==> config.mk <==
export PLATFORM = sky130hd
export DESIGN_NAME = playfair_digraph_encryptor_flat
export DESIGN_NICKNAME = d
export VERILOG_FILES = /design/src/sv/pfe_pkg.sv /design/src/sv/pfe_in_if.sv /design/src/sv/pfe_out_if.sv /design/src/sv/pfe_front.sv /design/src/sv/pfe_back.sv /design/src/sv/playfair_digraph_encryptor.sv /design/src/flat_wrapper.sv
export SDC_FILE = /design/constraint.sdc
export NUM_CORES = 1
export LEC_CHECK = 0
export BUFFER_PORTS_ARGS = -buffer_cell sky130_fd_sc_hd__buf_2
export CORE_AREA = 2 2 202 204
export CTS_CLUSTER_DIAMETER = 200
export DETAILED_ROUTE_END_ITERATION = 10
export DIE_AREA = 0 0 204 206
export PLACE_DENSITY = 0.73
export SLEW_MARGIN = 15
export SYNTH_ARGS = -nofsm -noshare
export SYNTH_HDL_FRONTEND = slang
export SYNTH_SLANG_ARGS = --single-unit
==> constraint.sdc <==
create_clock -name i_clk -period 15.8 [get_ports i_clk]
set_clock_uncertainty 0.1 [all_clocks]
set_input_delay 2.37 -clock i_clk [delete_from_list [all_inputs] [get_ports i_clk]]
set_output_delay 2.37 -clock i_clk [all_outputs]
set_load 0.05 [all_outputs]
==> src/sv/pfe_pkg.sv <==
`default_nettype none
package pfe_pkg;

    localparam int TABLE_SIDE = 5;
    localparam int CELLS      = TABLE_SIDE * TABLE_SIDE;
    localparam int ALPHABET   = 26;

    localparam int LETTER_W = 5;
    localparam int CELL_W   = $clog2(CELLS);
    localparam int ROW_W    = $clog2(TABLE_SIDE);
    localparam int REQ_W    = 2;

    localparam logic [LETTER_W-1:0] FILLER_RESET  = LETTER_W'(23);
    localparam logic [LETTER_W-1:0] OMITTED_RESET = LETTER_W'(16);

    localparam logic REG_FILLER  = 1'b0;
    localparam logic REG_OMITTED = 1'b1;

    typedef enum logic [REQ_W-1:0] {
        KIND_KEY    = 2'd0,
        KIND_FINISH = 2'd1,
        KIND_TEXT   = 2'd2,
        KIND_END    = 2'd3
    } t_kind;

    typedef struct packed {
        t_kind               kind;
        logic [LETTER_W-1:0] letter;
    } t_qitem;

    typedef struct packed {
        logic   valid;
        t_qitem item;
    } t_qhead;

    typedef struct packed {
        logic [LETTER_W-1:0] filler;
        logic [LETTER_W-1:0] omitted;
    } t_cfg;

    function automatic logic [ROW_W-1:0] pos_row(input logic [CELL_W-1:0] p);
        logic [ROW_W-1:0] r;
        r = '0;
        for (int k = 1; k < TABLE_SIDE; k++) begin
            if (p >= CELL_W'(k * TABLE_SIDE)) begin
                r = ROW_W'(k);
            end
        end
        return r;
    endfunction

    function automatic logic [ROW_W-1:0] pos_col(input logic [CELL_W-1:0] p,
                                                 input logic [ROW_W-1:0]  r);
        logic [CELL_W-1:0] base;
        base = CELL_W'(r) * CELL_W'(TABLE_SIDE);
        return ROW_W'(p - base);
    endfunction

    function automatic logic [ROW_W-1:0] wrap_next(input logic [ROW_W-1:0] c);
        return (c == ROW_W'(TABLE_SIDE - 1)) ? '0 : ROW_W'(c + 1'b1);
    endfunction

    function automatic logic [CELL_W-1:0] pos_cell(input logic [ROW_W-1:0] r,
                                                   input logic [ROW_W-1:0] c);
        return CELL_W'(r) * CELL_W'(TABLE_SIDE) + CELL_W'(c);
    endfunction

endpackage
`default_nettype wire

==> src/sv/pfe_in_if.sv <==
`default_nettype none
interface pfe_in_if;
    logic                          valid;
    logic                          ready;
    logic [pfe_pkg::REQ_W-1:0]     req_type;
    logic [pfe_pkg::LETTER_W-1:0]  letter;

    modport source (output valid, output req_type, output letter, input ready);
    modport sink   (input valid, input req_type, input letter, output ready);
endinterface
`default_nettype wire

==> src/sv/pfe_out_if.sv <==
`default_nettype none
interface pfe_out_if;
    logic                          valid;
    logic                          ready;
    logic [pfe_pkg::LETTER_W-1:0]  cipher_letter;
    logic                          pair_end;

    modport source (output valid, output cipher_letter, output pair_end, input ready);
    modport sink   (input valid, input cipher_letter, input pair_end, output ready);
endinterface
`default_nettype wire

==> src/sv/pfe_front.sv <==
`default_nettype none
module pfe_front (
    input  wire logic             i_clk,
    input  wire logic             i_rst_n,
    pfe_in_if.sink                i_in,
    input  wire logic             i_pop,
    output pfe_pkg::t_qhead       o_head
);

    localparam int DEPTH = 2;

    pfe_pkg::t_qitem r_q [DEPTH];
    logic            r_wr_ptr;
    logic            r_rd_ptr;
    logic [1:0]      r_count;

    pfe_pkg::t_qitem s_item;
    logic            s_keep;
    logic            s_push;

    assign i_in.ready = (r_count != 2'(DEPTH));

    always_comb begin
        s_item.kind   = pfe_pkg::t_kind'(i_in.req_type);
        s_item.letter = i_in.letter;
        // drop key and text letters outside the alphabet
        unique case (s_item.kind) inside
            pfe_pkg::KIND_KEY, pfe_pkg::KIND_TEXT:
                s_keep = (i_in.letter < pfe_pkg::LETTER_W'(pfe_pkg::ALPHABET));
            default: s_keep = 1'b1;
        endcase
    end

    assign s_push = i_in.valid && i_in.ready && s_keep;

    always_ff @(posedge i_clk) begin
        if (!i_rst_n) begin
            r_wr_ptr <= 1'b0;
            r_rd_ptr <= 1'b0;
            r_count  <= '0;
        end else begin
            if (s_push) begin
                r_wr_ptr <= ~r_wr_ptr;
            end
            if (i_pop) begin
                r_rd_ptr <= ~r_rd_ptr;
            end
            r_count <= r_count + 2'(s_push) - 2'(i_pop);
        end
    end

    always_ff @(posedge i_clk) begin
        if (s_push) begin
            r_q[r_wr_ptr] <= s_item;
        end
    end

    assign o_head.valid = (r_count != '0);
    assign o_head.item  = r_q[r_rd_ptr];

endmodule
`default_nettype wire

==> src/sv/pfe_back.sv <==
`default_nettype none
module pfe_back (
    input  wire logic             i_clk,
    input  wire logic             i_rst_n,
    input  wire pfe_pkg::t_qhead  i_head,
    output logic                  o_pop,
    input  wire pfe_pkg::t_cfg    i_cfg,
    pfe_out_if.source             o_out
);

    localparam int LW = pfe_pkg::LETTER_W;
    localparam int CW = pfe_pkg::CELL_W;
    localparam int RW = pfe_pkg::ROW_W;

    typedef enum logic [2:0] {
        ST_IDLE,
        ST_FILL,
        ST_CALC,
        ST_EMIT0,
        ST_EMIT1
    } t_state;

    t_state                      r_state;
    logic                        r_key_ready;
    logic [CW-1:0]               r_fill;
    logic [pfe_pkg::ALPHABET-1:0] r_used;
    logic [LW-1:0]               r_sweep;
    logic [LW-1:0]               r_pending;
    logic                        r_pending_valid;
    logic                        r_ua;
    logic                        r_ub;
    logic                        r_out_valid;
    logic [LW-1:0]               r_out_letter;
    logic                        r_out_pair_end;

    logic [LW-1:0] mem_key_table [pfe_pkg::CELLS];
    logic [CW-1:0] mem_position  [pfe_pkg::ALPHABET];
    logic [CW-1:0] r_pos_a;
    logic [CW-1:0] r_pos_b;
    logic [LW-1:0] r_ka;
    logic [LW-1:0] r_kb;

    logic          s_place;
    logic [LW-1:0] s_place_letter;
    logic          s_place_ok;
    logic          s_start;
    logic [LW-1:0] s_b;
    logic [LW-1:0] s_addr_b;
    logic          s_head_used;
    logic          s_b_used;
    logic          s_load;

    logic [CW-1:0] s_pa, s_pb, s_oa, s_ob;
    logic [RW-1:0] s_ra, s_ca, s_rb, s_cb;

    function automatic logic letter_used(input logic [LW-1:0] x,
                                         input logic [pfe_pkg::ALPHABET-1:0] used);
        return (x < LW'(pfe_pkg::ALPHABET)) && used[x];
    endfunction

    assign s_head_used = letter_used(i_head.item.letter, r_used);
    assign s_b_used    = letter_used(s_b, r_used);

    always_comb begin
        o_pop          = 1'b0;
        s_place        = 1'b0;
        s_place_letter = i_head.item.letter;
        s_start        = 1'b0;
        s_b            = i_cfg.filler;
        unique case (r_state)
            ST_IDLE: begin
                if (i_head.valid) begin
                    o_pop = 1'b1;
                    unique case (i_head.item.kind)
                        pfe_pkg::KIND_KEY: begin
                            s_place = !r_key_ready;
                        end
                        pfe_pkg::KIND_FINISH: begin
                        end
                        pfe_pkg::KIND_TEXT: begin
                            s_start = r_key_ready && s_head_used && r_pending_valid;
                            if (r_pending != i_head.item.letter) begin
                                s_b = i_head.item.letter;
                            end
                        end
                        pfe_pkg::KIND_END: begin
                            s_start = r_key_ready && r_pending_valid;
                        end
                        default: begin
                        end
                    endcase
                end
            end
            ST_FILL: begin
                s_place        = 1'b1;
                s_place_letter = r_sweep;
            end
            default: begin
            end
        endcase
    end

    assign s_place_ok = s_place && (r_fill < CW'(pfe_pkg::CELLS))
                     && (s_place_letter != i_cfg.omitted) && !r_used[s_place_letter];

    assign s_addr_b = (s_b < LW'(pfe_pkg::ALPHABET)) ? s_b : '0;

    // pair encryption on the two looked-up positions
    always_comb begin
        s_pa = r_ua ? r_pos_a : '0;
        s_pb = r_ub ? r_pos_b : '0;
        s_ra = pfe_pkg::pos_row(s_pa);
        s_rb = pfe_pkg::pos_row(s_pb);
        s_ca = pfe_pkg::pos_col(s_pa, s_ra);
        s_cb = pfe_pkg::pos_col(s_pb, s_rb);
        if (s_ra == s_rb) begin
            s_oa = pfe_pkg::pos_cell(s_ra, pfe_pkg::wrap_next(s_ca));
            s_ob = pfe_pkg::pos_cell(s_rb, pfe_pkg::wrap_next(s_cb));
        end else if (s_ca == s_cb) begin
            s_oa = pfe_pkg::pos_cell(pfe_pkg::wrap_next(s_ra), s_ca);
            s_ob = pfe_pkg::pos_cell(pfe_pkg::wrap_next(s_rb), s_cb);
        end else begin
            s_oa = pfe_pkg::pos_cell(s_ra, s_cb);
            s_ob = pfe_pkg::pos_cell(s_rb, s_ca);
        end
    end

    always_ff @(posedge i_clk) begin
        if (s_place_ok) begin
            mem_key_table[r_fill]        <= s_place_letter;
            mem_position[s_place_letter] <= r_fill;
        end
        if (s_start) begin
            r_pos_a <= mem_position[r_pending];
            r_pos_b <= mem_position[s_addr_b];
        end
        if (r_state == ST_CALC) begin
            r_ka <= mem_key_table[s_oa];
            r_kb <= mem_key_table[s_ob];
        end
    end

    assign s_load = (!r_out_valid || o_out.ready)
                 && ((r_state == ST_EMIT0) || (r_state == ST_EMIT1));

    always_ff @(posedge i_clk) begin
        if (!i_rst_n) begin
            r_state         <= ST_IDLE;
            r_key_ready     <= 1'b0;
            r_fill          <= '0;
            r_used          <= '0;
            r_sweep         <= '0;
            r_pending       <= '0;
            r_pending_valid <= 1'b0;
            r_ua            <= 1'b0;
            r_ub            <= 1'b0;
            r_out_valid     <= 1'b0;
        end else begin
            if (s_place_ok) begin
                r_used[s_place_letter] <= 1'b1;
                r_fill                 <= r_fill + 1'b1;
            end

            if (s_load) begin
                r_out_valid <= 1'b1;
            end else if (o_out.ready) begin
                r_out_valid <= 1'b0;
            end

            unique case (r_state)
                ST_IDLE: begin
                    if (i_head.valid) begin
                        unique case (i_head.item.kind)
                            pfe_pkg::KIND_FINISH: begin
                                if (!r_key_ready) begin
                                    r_sweep <= '0;
                                    r_state <= ST_FILL;
                                end
                            end
                            pfe_pkg::KIND_TEXT: begin
                                if (r_key_ready && s_head_used) begin
                                    if (!r_pending_valid) begin
                                        r_pending       <= i_head.item.letter;
                                        r_pending_valid <= 1'b1;
                                    end else if (r_pending != i_head.item.letter) begin
                                        r_pending_valid <= 1'b0;
                                    end
                                end
                            end
                            pfe_pkg::KIND_END: begin
                                if (s_start) begin
                                    r_pending_valid <= 1'b0;
                                end
                            end
                            default: begin
                            end
                        endcase
                        if (s_start) begin
                            r_ua    <= 1'b1;
                            r_ub    <= s_b_used;
                            r_state <= ST_CALC;
                        end
                    end
                end
                ST_FILL: begin
                    if (r_sweep == LW'(pfe_pkg::ALPHABET - 1)) begin
                        r_key_ready <= 1'b1;
                        r_state     <= ST_IDLE;
                    end else begin
                        r_sweep <= r_sweep + 1'b1;
                    end
                end
                ST_CALC: begin
                    r_state <= ST_EMIT0;
                end
                ST_EMIT0: begin
                    if (s_load) begin
                        r_out_letter   <= r_ka;
                        r_out_pair_end <= 1'b0;
                        r_state        <= ST_EMIT1;
                    end
                end
                ST_EMIT1: begin
                    if (s_load) begin
                        r_out_letter   <= r_kb;
                        r_out_pair_end <= 1'b1;
                        r_state        <= ST_IDLE;
                    end
                end
                default: begin
                    r_state <= ST_IDLE;
                end
            endcase
        end
    end

    assign o_out.valid         = r_out_valid;
    assign o_out.cipher_letter = r_out_letter;
    assign o_out.pair_end      = r_out_pair_end;

endmodule
`default_nettype wire

==> src/sv/playfair_digraph_encryptor.sv <==
// Path: a closing plaintext letter or end beat goes through the front queue, the
// position lookup, the key table lookup (ST_CALC) and the output register (ST_EMIT0);
// the second cipher beat follows from ST_EMIT1. Finish key runs an alphabet sweep.
// While a pair is encrypted the back end pops nothing; the two-entry queue still fills.
// Reset (synchronous, active low): table empty, key not finished, no waiting letter,
// queue empty, filler x and omitted q; no clearing pass.
`default_nettype none
module playfair_digraph_encryptor (
    input  wire logic          i_clk,
    input  wire logic          i_rst_n,
    pfe_in_if.sink             i_in,
    pfe_out_if.source          o_out,
    input  wire logic          psel,
    input  wire logic          penable,
    input  wire logic          pwrite,
    input  wire logic [2:0]    paddr,
    input  wire logic [31:0]   pwdata,
    output logic [31:0]        prdata,
    output logic               pready
);

    localparam int LW = pfe_pkg::LETTER_W;

    logic [LW-1:0]   r_filler;
    logic [LW-1:0]   r_omitted;
    pfe_pkg::t_cfg   s_cfg;
    pfe_pkg::t_qhead s_head;
    logic            s_pop;
    logic            s_wr;

    assign pready = 1'b1;
    assign s_wr   = psel && penable && pwrite && pready;

    always_ff @(posedge i_clk) begin
        if (!i_rst_n) begin
            r_filler  <= pfe_pkg::FILLER_RESET;
            r_omitted <= pfe_pkg::OMITTED_RESET;
        end else if (s_wr) begin
            case (paddr[2])
                pfe_pkg::REG_FILLER:  r_filler  <= pwdata[LW-1:0];
                pfe_pkg::REG_OMITTED: r_omitted <= pwdata[LW-1:0];
                default: begin
                end
            endcase
        end
    end

    always_comb begin
        case (paddr[2])
            pfe_pkg::REG_FILLER:  prdata = {{(32-LW){1'b0}}, r_filler};
            pfe_pkg::REG_OMITTED: prdata = {{(32-LW){1'b0}}, r_omitted};
            default:              prdata = '0;
        endcase
    end

    assign s_cfg.filler  = r_filler;
    assign s_cfg.omitted = r_omitted;

    pfe_front u_front (
        .i_clk   (i_clk),
        .i_rst_n (i_rst_n),
        .i_in    (i_in),
        .i_pop   (s_pop),
        .o_head  (s_head)
    );

    pfe_back u_back (
        .i_clk   (i_clk),
        .i_rst_n (i_rst_n),
        .i_head  (s_head),
        .o_pop   (s_pop),
        .i_cfg   (s_cfg),
        .o_out   (o_out)
    );

endmodule
`default_nettype wire
==> src/flat_wrapper.sv <==
// flat-port wrapper written by rule: the top's interface ports become plain ports
module playfair_digraph_encryptor_flat 
  (i_clk, i_rst_n, psel, penable, pwrite, paddr, pwdata, prdata, pready, i_in_valid, i_in_req_type, i_in_letter, i_in_ready, o_out_valid, o_out_cipher_letter, o_out_pair_end, o_out_ready);
  pfe_in_if i_in_i ();
  pfe_out_if o_out_i ();
  input  wire logic i_clk;
  input  wire logic i_rst_n;
  input  wire logic psel;
  input  wire logic penable;
  input  wire logic pwrite;
  input  wire logic [2:0] paddr;
  input  wire logic [31:0] pwdata;
  output logic [31:0] prdata;
  output logic pready;
  input wire logic [$bits(i_in_i.valid)-1:0] i_in_valid;
  input wire logic [$bits(i_in_i.req_type)-1:0] i_in_req_type;
  input wire logic [$bits(i_in_i.letter)-1:0] i_in_letter;
  output wire logic [$bits(i_in_i.ready)-1:0] i_in_ready;
  output wire logic [$bits(o_out_i.valid)-1:0] o_out_valid;
  output wire logic [$bits(o_out_i.cipher_letter)-1:0] o_out_cipher_letter;
  output wire logic [$bits(o_out_i.pair_end)-1:0] o_out_pair_end;
  input wire logic [$bits(o_out_i.ready)-1:0] o_out_ready;
  assign i_in_i.valid = i_in_valid;
  assign i_in_i.req_type = i_in_req_type;
  assign i_in_i.letter = i_in_letter;
  assign i_in_ready = i_in_i.ready;
  assign o_out_valid = o_out_i.valid;
  assign o_out_cipher_letter = o_out_i.cipher_letter;
  assign o_out_pair_end = o_out_i.pair_end;
  assign o_out_i.ready = o_out_ready;
  playfair_digraph_encryptor u_core (.i_clk(i_clk), .i_rst_n(i_rst_n), .i_in(i_in_i), .o_out(o_out_i), .psel(psel), .penable(penable), .pwrite(pwrite), .paddr(paddr), .pwdata(pwdata), .prdata(prdata), .pready(pready));
endmodule
# --- After elaboration in Yosys (flattened, before gate mapping) ---
# Memories as Yosys holds them, arrays and structs flattened. A register that Yosys moved wholly into a read port is not among the register bits.
# Index checks and enable logic that the tools add are counted.
word_totals:
  ff_bits: 69
  output_inout_bits: 41
  wordCells: 201
  ramBits: 269
  memories: 3
mem_list:
  columns: ["name", "words", "word_bits", "read_ports", "rd_clocked_by_memory_dff", "write_ports", "line", "rtl"]
  rows:
  - ["u_core.u_back.mem_position", 26, 5, 2, 2, 1, "pfe_back.sv:37", "logic [CW-1:0] mem_position [pfe_pkg::ALPHABET];"]
  - ["u_core.u_back.mem_key_table", 25, 5, 2, 2, 1, "pfe_back.sv:36", "logic [LW-1:0] mem_key_table [pfe_pkg::CELLS];"]
  - ["u_core.u_front.r_q", 2, 7, 1, 1, 1, "pfe_front.sv:12", "pfe_pkg::t_qitem r_q [DEPTH];"]
classes:
  n_bitwise: 5
  n_lt_le_gt_ge: 16
  mux: 74
  n_reduce_logical: 37
  addsub: 16
  n_eq_ne: 29
  mul: 4
op_table:
  columns: ["cell", "n"]
  rows:
  - ["$mux 5", 18]
  - ["$pmux 32 s2", 1]
  - ["$mux 3", 17]
  - ["$add 5x3->5", 6]
  - ["$mux 1", 27]
  - ["$or 26x26->26", 1]
  - ["$ge 5x4->1 const B", 4]
  - ["$lt 5x5->1 const B", 4]
  - ["$mul 3x3->5 const B", 4]
  - ["$pmux 5 s2", 2]
  - ["$lt 5x6->1 const B", 3]
  - ["$ne 2x2->1 const B", 8]
  - ["$bmux 1 s5", 3]
  - ["$eq 3x3->1 const B", 5]
  - ["$pmux 3 s5", 1]
  - ["$reduce_and 5->1", 3]
  - ["$logic_and 1x1->1", 14]
  - ["$add 3x1->3 const B", 4]
  - ["$add 5x1->5 const B", 2]
  - ["$ge 5x3->1 const B", 2]
  - ["$ge 5x5->1 const B", 2]
  - ["$ne 5x5->1", 2]
  - ["$reduce_bool 2->1", 5]
  - ["$pmux 1 s2", 4]
  - ["24 further kinds", 39]

# --- Depth between registers and ports, before layout ---
# Gate-level depths: netlist of the first run.
depth:
  ltp_word: 12
  mapped_depth: 21

# --- Cells and area by module ---
# A second synthesis of the first run with hierarchy kept.
unflattened:
  cells_unflattened: 1496
  hier_area_um2: 19273.5
modules_own_cells:
  columns: ["module", "area_each_um2", "seq_area_each_um2", "n_inst", "cells_per_inst"]
  rows:
  - ["pfe_back", 17788.3, 9419.0, 1, 1369]
  - ["pfe_front", 762.0, 520.5, 1, 47]
  - ["playfair_digraph_encryptor", 723.2, 200.2, 1, 80]

# --- Worst setup path after synthesis of the first run ---
# No wires, ideal clock.
synth_timing:
  path_kind: "in2out"
  from: "input paddr[2]"
  to: "output prdata[0]"
  setup_slack_ns: 10.247
  stages: 2
  arrival_ns: 3.083
  path_cell_list: "clkbuf_1 > mux2_2"
synth_between:
  elab_chain_cells: 2
synth_lines:
  columns: ["item", "line", "rtl"]
  rows:
  - ["start, declared", "flat_wrapper.sv:11", "input wire logic [2:0] paddr;"]
  - ["$not 1->1", "playfair_digraph_encryptor.sv:49", "case (paddr[2])"]
  - ["$pmux 32 s2 (*)", "playfair_digraph_encryptor.sv:49", null]
  - ["end, declared", "flat_wrapper.sv:13", "output logic [31:0] prdata;"]
# Every way passes the cells marked *; elsewhere a longest branch is shown, timed or not. The select of a mux whose other input is x is not followed.

# --- Worst setup path in the final report of the first run ---
layout_timing:
  from: "register u_core.u_back.r_pos_b[2] (read register of u_core.u_back.mem_position)"
  to: "register u_core.u_back.r_kb[1] (read register of u_core.u_back.mem_key_table), data pin"
layout_between:
  elab_chain_cells: 12
  word_cells_on_any_way: 25
  cone_classes: "add/sub: 6; mul: 2; order compare: 4; eq/ne: 4; mux: 9"
layout_lines:
  columns: ["item", "line", "rtl"]
  rows:
  - ["start, declared", "pfe_back.sv:39", "logic [CW-1:0] r_pos_b;"]
  - ["$mux 5 (*)", "pfe_back.sv:111", "s_pb = r_ub ? r_pos_b : '0;"]
  - ["$ge 5x3->1", "pfe_pkg.sv:45", "if (p >= CELL_W'(k * TABLE_SIDE)) begin"]
  - ["$mux 1", "pfe_pkg.sv:45", null]
  - ["$mux 3 (3 in series)", "pfe_pkg.sv:45", null]
  - ["$mul 3x3->5, or another cell as far along", "pfe_pkg.sv:65", "return CELL_W'(r) * CELL_W'(TABLE_SIDE) + CELL_W'(c);"]
  - ["$sub 3x3->3 / $mux 3 (equally long branches)", "pfe_pkg.sv:56, pfe_pkg.sv:60", null]
  - ["$add 3x1->3, or another cell as far along", "pfe_pkg.sv:60", "return (c == ROW_W'(TABLE_SIDE - 1)) ? '0 : ROW_W'(c + 1'b1);"]
  - ["$mux 3 / $add 5x3->5 (equally long branches)", "pfe_pkg.sv:60, pfe_pkg.sv:65", null]
  - ["$add 5x3->5 / $mux 5 (equally long branches)", "pfe_pkg.sv:65, pfe_back.sv:119", null]
  - ["$mux 5 (*)", "pfe_back.sv:116", "if (s_ra == s_rb) begin"]
  - ["end, declared", "pfe_back.sv:41", "logic [LW-1:0] r_kb;"]
# Every way passes the cells marked *; elsewhere a longest branch is shown, timed or not.
# A chain may end at the register's enable or synchronous reset.

==> results of run 1 <==
cells by family (layout without fill, tap and decap cells):
| family | after synthesis | in the layout | share of synthesized area (%) |
|---|---|---|---|
| DFF | 359 | 359 | 51.4 |
| muxes | 242 | 242 | 17.7 |
| xor gates and xnor gates | 39 | 39 | 2.00 |
| and+or+nand+nor | 446 | 446 | 11.1 |
| AOI/OAI and AO/OA | 283 | 283 | 10.1 |
| adders and majority gates | 53 | 53 | 3.66 |
| buffers and inverters | 152 | 152 | 4.08 |
| other | 2 | 28 | 0.0381 |
cell usage after synthesis (13+ instances only):
cell / number
nor3_1: 13
a21oi_1: 62
buf_2: 25
ha_1: 44
o211ai_1: 16
nor2b_1: 51
edfxtp_1: 295
and3_1: 18
mux2i_1: 119
nand3_1: 33
mux4_2: 69
buf_4: 42
nand2_1: 131
a211oi_1: 36
dfxtp_1: 64
a22oi_1: 15
mux2_2: 42
nor2_1: 116
and2_1: 26
xnor2_1: 27
inv_1: 33
o21a_1: 19
clkbuf_1: 38
o21ai_0: 40
cell usage in the layout (no fill, tap or decap), types with 8 or more instances in the layout:
| cell type | instances |
|---|---|
| mux2_2 | 42 |
| nor3_1 | 13 |
| nand4_1 | 11 |
| buf_4 | 18 |
| o211ai_1 | 16 |
| a31oi_1 | 9 |
| nor3b_1 | 8 |
| inv_1 | 32 |
| o21ai_0 | 40 |
| mux4_2 | 69 |
| ha_1 | 44 |
| a211oi_1 | 36 |
| and3_1 | 17 |
| nor2b_1 | 51 |
| a22oi_1 | 15 |
| o21a_1 | 19 |
| nand3_1 | 33 |
| xnor2_1 | 27 |
| a21o_1 | 10 |
| edfxtp_1 | 295 |
| nand2_1 | 131 |
| clkinv_1 | 9 |
| nor2_1 | 116 |
| a21oi_1 | 62 |
| fa_1 | 8 |
| buf_2 | 32 |
| xor2_1 | 8 |
| mux4_1 | 8 |
| dfxtp_1 | 63 |
| mux2i_1 | 119 |
| clkbuf_16 | 39 |
| and2_1 | 26 |
| conb_1 | 28 |
report_power, final:
| part | switching [W] | leakage, nW | internal, W | total [W] |
|---|---|---|---|---|
| clock network | 0.000366 | 0.599 | 0.000532 | 0.000898 |
| registers | 0.0000388 | 3.07 | 0.00113 | 0.00117 |
| logic | 0.000350 | 3.39 | 0.000157 | 0.000507 |
| total | 0.000754 | 7.06 | 0.00182 | 0.00257 |
worst reg2reg max path, stage by stage (launching register included):
cell and delay [ns]:
edfxtp_1 0.47, o21ai_0 0.26, nor2_1 0.08, o21ai_2 0.38
inv_1 0.29, fa_1 0.46, xnor2_1 0.17, xnor2_2 0.51
ha_1 0.37, ha_1 0.31, a21o_1 0.19, a21oi_1 0.17
xor2_1 0.17, nor3_1 0.06, o21ai_0 0.40, nand2_1 0.52
nand3_1 0.29, o32ai_1 0.12, nor4_1 0.50
state kept, by name (all words and copies together), names as in the netlist, 2 cells and up, named ones only:
register / cells
u_core.r_filler: 5
u_core.r_omitted: 5
u_core.u_back.mem_key_table: 125
u_core.u_back.mem_position: 130
u_core.u_back.o_out.cipher_letter: 5
u_core.u_back.r_fill: 5
u_core.u_back.r_ka: 5
u_core.u_back.r_kb: 5
u_core.u_back.r_pending: 5
u_core.u_back.r_pos_a: 5
u_core.u_back.r_pos_b: 5
u_core.u_back.r_state: 3
u_core.u_back.r_sweep: 5
u_core.u_back.r_used: 26
u_core.u_front.r_count: 2
u_core.u_front.r_q: 14
worst max-delay path by stage:
stage | cells after the start | slack [ns] | end | from
after floorplan | 2 | 10.25 | prdata[0] | paddr[2]
after CTS | 18 | 9.75 | u_core.u_back.r_ka[0]$_DFFE_PN_ | u_core.u_back.r_pos_a[2]$_DFFE_PP_
final | 18 | 9.73 | u_core.u_back.r_kb[1]$_DFFE_PN_ | u_core.u_back.r_pos_b[2]$_DFFE_PP_
after global placement | 18 | 9.77 | u_core.u_back.r_ka[0]$_DFFE_PN_ | u_core.u_back.r_pos_a[2]$_DFFE_PP_
after detailed placement | 18 | 9.76 | u_core.u_back.r_ka[4]$_DFFE_PN_ | u_core.u_back.r_pos_a[2]$_DFFE_PP_
after global routing | 18 | 9.30 | u_core.u_back.r_kb[0]$_DFFE_PN_ | u_core.u_back.r_pos_b[2]$_DFFE_PP_
stage by stage:
step	setup WS, ns	instances
3_5_place_dp	9.76	2071
4_1_cts	9.75	2134
5_1_grt	9.30	2134
3_3_place_gp	9.77	2071
6_report	9.73	2134
2_1_floorplan	10.25	1602
layout make-up:
type | instances | area (sq um) | area share (%)
clock buffers | 43 | 991 | 4.63
clock inverters | 20 | 243 | 1.13
inverters | 39 | 146 | 0.684
multi-input cells | 1091 | 8930 | 41.7
flip-flops and latches | 359 | 10100 | 47.4
well taps | 532 | 666 | 3.11
repair buffers | 50 | 295 | 1.38
metal layers:
metal  GRT usage, %  up-vias
li1               -     5969
met1           31.4     6567
met2           38.2      631
met3           4.42      108
met4           8.75        0
met5              0        -
==> run metrics, run 1 <==
# rows 74; area grow syn2layout 8.51%; Post-Syn Instances roughly 1600; TritonCTS sink count between 300 and 400; Filler cells roughly 3300; Antenna Cells 0; setup TNS 0 ns; Vias/cell about 6.2; Synth area leaders edfxtp_1, mux4_2, dfxtp_1; Static Leak just over 7 nW; reg2reg setup slack approximately 10 ns; I/O Buffers 32; post-CTS resize count 0; Hold WC Path Type flop to flop; post-route ant nets 0; crit path time final around 6.1 ns; Fin Hold WS 0.438 ns; clock tree buffer depth 3; Hold-fix buffers, CTS 0; Post-synth EDFFs between 200 and 300; share of cells above drive strength 1 15.8%; RSZ-0062 raised after global routing false; met2 WL roughly 23 mm; die width roughly 200 um; estimated wirelength of the detail-placed design 33.5 mm; reg2reg end u_core.u_back.r_kb[1]$_DFFE_PN_; Worst-Skew Late Latency 0.54 ns; Ys Warns 0; Critical path buffers and inverters 1; register area share after synthesis approximately half; largest net degree at the start of global routing 65; TritonCTS clock tree yes; CTS HTree Levels 2; post-synthesis sequential element count around 360; routed length on met1 20.1 mm; hold_sp u_core.u_back.r_used[2]$_SDFFE_PN0P_; setup violators final 0; Post-synth ARST share 0%; die height a little over 200 um; pwr dens approximately 120 nW/um^2; Hold Vio Cnt, Final 0; drt total wl roughly 50 mm; Num CTS Buffers 38; CP cell instances o21ai_0 -> nor2_1 -> o21ai_2 -> inv_1 -> fa_1 -> xnor2_1 -> xnor2_2 -> ha_1 -> ha_1 -> a21o_1 -> a21oi_1 -> xor2_1 -> nor3_1 -> o21ai_0 -> nand2_1 -> nand3_1 -> o32ai_1 -> nor4_1; Avg WL per Cell approximately 23 um; final instance area around 21000 sq um; ys flop type edfxtp_1; initial antenna violation count 1; DR pass1 iterations 5; crit end category flop; CP arrival 6.24 ns; Crit path max-delay family compound AO/OA/AOI/OAI gates; Synth Cell Area slightly below 20000 sq um; slowest stage cell, crit path nand2_1; Rel. slew slack a little over a fifth; critical path class flop to flop; Max Used Layer met4; outcome finished clean; Design Power between 0.002 and 0.003 W; R2R Path Start u_core.u_back.r_pos_b[2]$_DFFE_PP_; GRT Residual Overflow 0; post-CTS repair timing setup buffer count 0; io pins 90; final core utilization a little over half; DIE AREA around 42000 sq um; fin crit share 38.4%; Cell variety after synth 94; Peak supply drop around 0.076 mV; met3 routed WL 4.23 mm; max-slew violation count 0; via count of the first global-routing pass between 10000 and 15000; Yosys top cell area share around 45%; DP Area ~20000 sq um; DRC 0; CP Launch Type flop; fin nets 1680; CP Max Fanout 15; fmax about 0.16 GHz; via count ~13000; worst slew pin tran approximately 1.2 ns; Initial Util between 40% and 50%; Min-Delay Endpoint u_core.u_back.r_used[2]$_SDFFE_PN0P_; Final Wtd Congestion between 0.9 and 1; biggest area consumer among synthesized cells edfxtp_1; core area between 40000 and 50000 sq um; DR iter-0 viols roughly 1500; depth of the most critical reg-to-reg path 18; Root Buffer clkbuf_16; CP max stage delay roughly 0.52 ns; first-pass GRT wire length ~75 mm; Reg clk slew, reported paths roughly 0.060 ns; total track usage 23.4%; Hold Crit Depth 1; Max-Cap Viols 0; Avg Cell Area, Syn 12.5 sq um; CP Data Required Time roughly 16 ns
Note: power is estimated with default switching activity, not from simulation.
==> run 2, diff against run 1 <==
==> constraint.sdc (replaced) <==
create_clock -name i_clk -period 6.4 [get_ports i_clk]
set_clock_uncertainty 0.1 [all_clocks]
set_input_delay 0.96 -clock i_clk [delete_from_list [all_inputs] [get_ports i_clk]]
set_output_delay 0.96 -clock i_clk [all_outputs]
set_load 0.05 [all_outputs]
==> run 2 against run 1 <==
  * First-iteration DRC count decreased by 2.0%
  * Setup slack worse by 9.1 ns
  * Critical path depth shrank 1
  * Largest power group unchanged
  * Critical endpoint unchanged
==> run metrics, run 2 (synthesis gave the netlist of run 1 again) <==
Static Leak 7.22 nW (+2.2%); Hold WC Path Type flop to flop; DR iter-0 viols 1463 (-2.0%); critical path class flop to flop; CP cell instances o21ai_0 -> nor2_1 -> o21ai_2 -> inv_1 -> fa_1 -> xnor2_1 -> xnor2_2 -> ha_1 -> inv_1 -> fa_1 -> xnor2_1 -> nand3_1 -> a311oi_2 -> or3_1 -> or3_1 -> o22ai_1 -> nor4_1; most frequent cells in the layout edfxtp_1, nand2_1, mux2i_1; Fin Hold WS 0.426 ns (-0.0112 ns); Antenna Cells 0 (unchanged); # rows 74 (unchanged); leading cell type in the layout, fill and taps excluded edfxtp_1; io pins 90 (unchanged); via count of the first global-routing pass 13300 (+2.9%); crit end category flop; Worst-Skew Late Latency 0.56 ns (+0.02 ns); Setup WS post-layout 0.604 ns (-9.13 ns); total track usage 23.8% (+0.35 points); Peak supply drop 0.201 mV (+160%); DP Area 20400 sq um (+1.2%); Hold Vio Cnt, Final 0 (unchanged); Num CTS Buffers 39 (+2.6%); DP Worst Slack 0.643 ns (-9.12 ns); final core utilization 53.9% (+0.64 points); CP max stage delay 0.69 ns (+0.17 ns); outcome finished clean; largest registers u_core.u_back.mem_position (130), u_core.u_back.mem_key_table (125), u_core.u_back.r_used (26); CP Max Fanout 20 (+5); largest net degree at the start of global routing 65 (unchanged); TritonCTS clock tree yes; Final Wtd Congestion 0.898 (-1.7%); first-pass GRT wire length 76.8 mm (+2.8%); DR pass1 iterations 7 (+2); post-route ant nets 0 (unchanged); worst slew pin tran 1.12 ns (-0.0558 ns); DIE AREA 42000 sq um (unchanged); fin nets 1711 (+1.8%); CP Data Required Time 6.58 ns (-9.40 ns); CP Launch Type flop; Largest Register u_core.u_back.mem_position; TritonCTS sink count 359 (unchanged); Crit path max-delay family simple AND/OR/NAND/NOR gates; area grow syn2layout 9.80%; slowest stage cell, crit path or3_1; Avg WL per Cell 22.8 um (-1.1%); Max-Cap Viols 0 (unchanged); CTS HTree Levels 2 (unchanged); Root Buffer clkbuf_16; max reg flops 130 (unchanged); die height 206 um (unchanged); share of cells above drive strength 1 17.4% (+1.6 points); setup violators final 0 (unchanged); post-CTS resize count 0 (unchanged); CP arrival 5.98 ns (-0.26 ns); Critical path buffers and inverters 2 (+1); Reg clk slew, reported paths 0.06 ns (about the same); post-CTS repair timing setup buffer count 0 (unchanged); fin crit share 90.6% (+52 points); GRT Residual Overflow 0 (unchanged); pwr dens 292 nW/um^2 (+140%); Vias/cell 6.18 (-0.60%); core area 40200 sq um (unchanged); drt total wl 49.5 mm (+0.66%); die width 204 um (unchanged); initial antenna violation count 0 (-1); RSZ-0062 raised after global routing false; Initial Util 49.1% (unchanged); Rel. slew slack 25.5% (+3.8 points); setup TNS 0 ns (unchanged); final instance area 21700 sq um (+1.2%); clock tree buffer depth 3 (unchanged); via count 13400 (+1.2%); max-slew violation count 0 (unchanged); estimated wirelength of the detail-placed design 34.6 mm (+3.5%); DRC 0 (unchanged); Hold-fix buffers, CTS 0 (unchanged); crit path time final 5.80 ns (-0.270 ns); I/O Buffers 32 (unchanged); fmax 0.173 GHz (+4.7%)
## run 2: changes by cell type in the layout (fill, tap and decap cells not counted), moves of 4 or more
cell	before	now
buf_4	18	47
clkbuf_8	0	7
bufinv_16	5	1
clkinv_1	9	5
clkbuf_1	4	14
## run 2: metal layers
metal,wire [um],global-route usage (%)
met5,0,0
met4,1560,7.82
met3,3980,3.80
met2,23500,39.5
met1,20500,32.1
## run 2: where the power goes
| group | switching [W] | internal (W) |
|---|---|---|
| clock | 0.000929 | 0.00126 |
| sequential | 0.0000917 | 0.00278 |
| combinational | 0.000867 | 0.000408 |
| total | 0.00189 | 0.00445 |
## run 2: final timing paths
kind / slack [ns] / startpoint / to / depth (start not counted)
hold reg to reg: 0.43 / u_core.u_back.r_used[12]$_SDFFE_PN0P_ / u_core.u_back.r_used[12]$_SDFFE_PN0P_ / 1
setup / recovery: 0.60 / u_core.u_back.r_pos_b[2]$_DFFE_PP_ / u_core.u_back.r_kb[1]$_DFFE_PN_ / 17
setup reg to reg: 0.60 / u_core.u_back.r_pos_b[2]$_DFFE_PP_ / u_core.u_back.r_kb[1]$_DFFE_PN_ / 17
hold / removal: 0.43 / u_core.u_back.r_used[12]$_SDFFE_PN0P_ / u_core.u_back.r_used[12]$_SDFFE_PN0P_ / 1
## run 2: worst register-to-register path, stage by stage (launching register included)
cell and delay (ns):
edfxtp_1 0.46, o21ai_0 0.27, nor2_1 0.09, o21ai_2 0.40, inv_1 0.31, fa_1 0.47
xnor2_1 0.27, xnor2_2 0.15, ha_1 0.34, inv_1 0.06, fa_1 0.42, xnor2_1 0.17
nand3_1 0.17, a311oi_2 0.42, or3_1 0.69, or3_1 0.25, o22ai_1 0.07, nor4_1 0.45
## run 2: area by class of cell
type	count	area [sq um]
inverters	39	146
flip-flops and latches	359	10100
clock inverters	12	126
clock buffers	60	1120
multi-input cells	1091	8930
well taps	532	666
fillers	3319	18500
repair buffers	80	533
## run 2: metrics by stage
stage | power (W) | instances
after floorplan | 0.00380 | 1602
after global placement | 0.00414 | 2101
after detailed placement | 0.00417 | 2101
after CTS | 0.00634 | 2173
after global routing | 0.00656 | 2173
final | 0.00634 | 2173
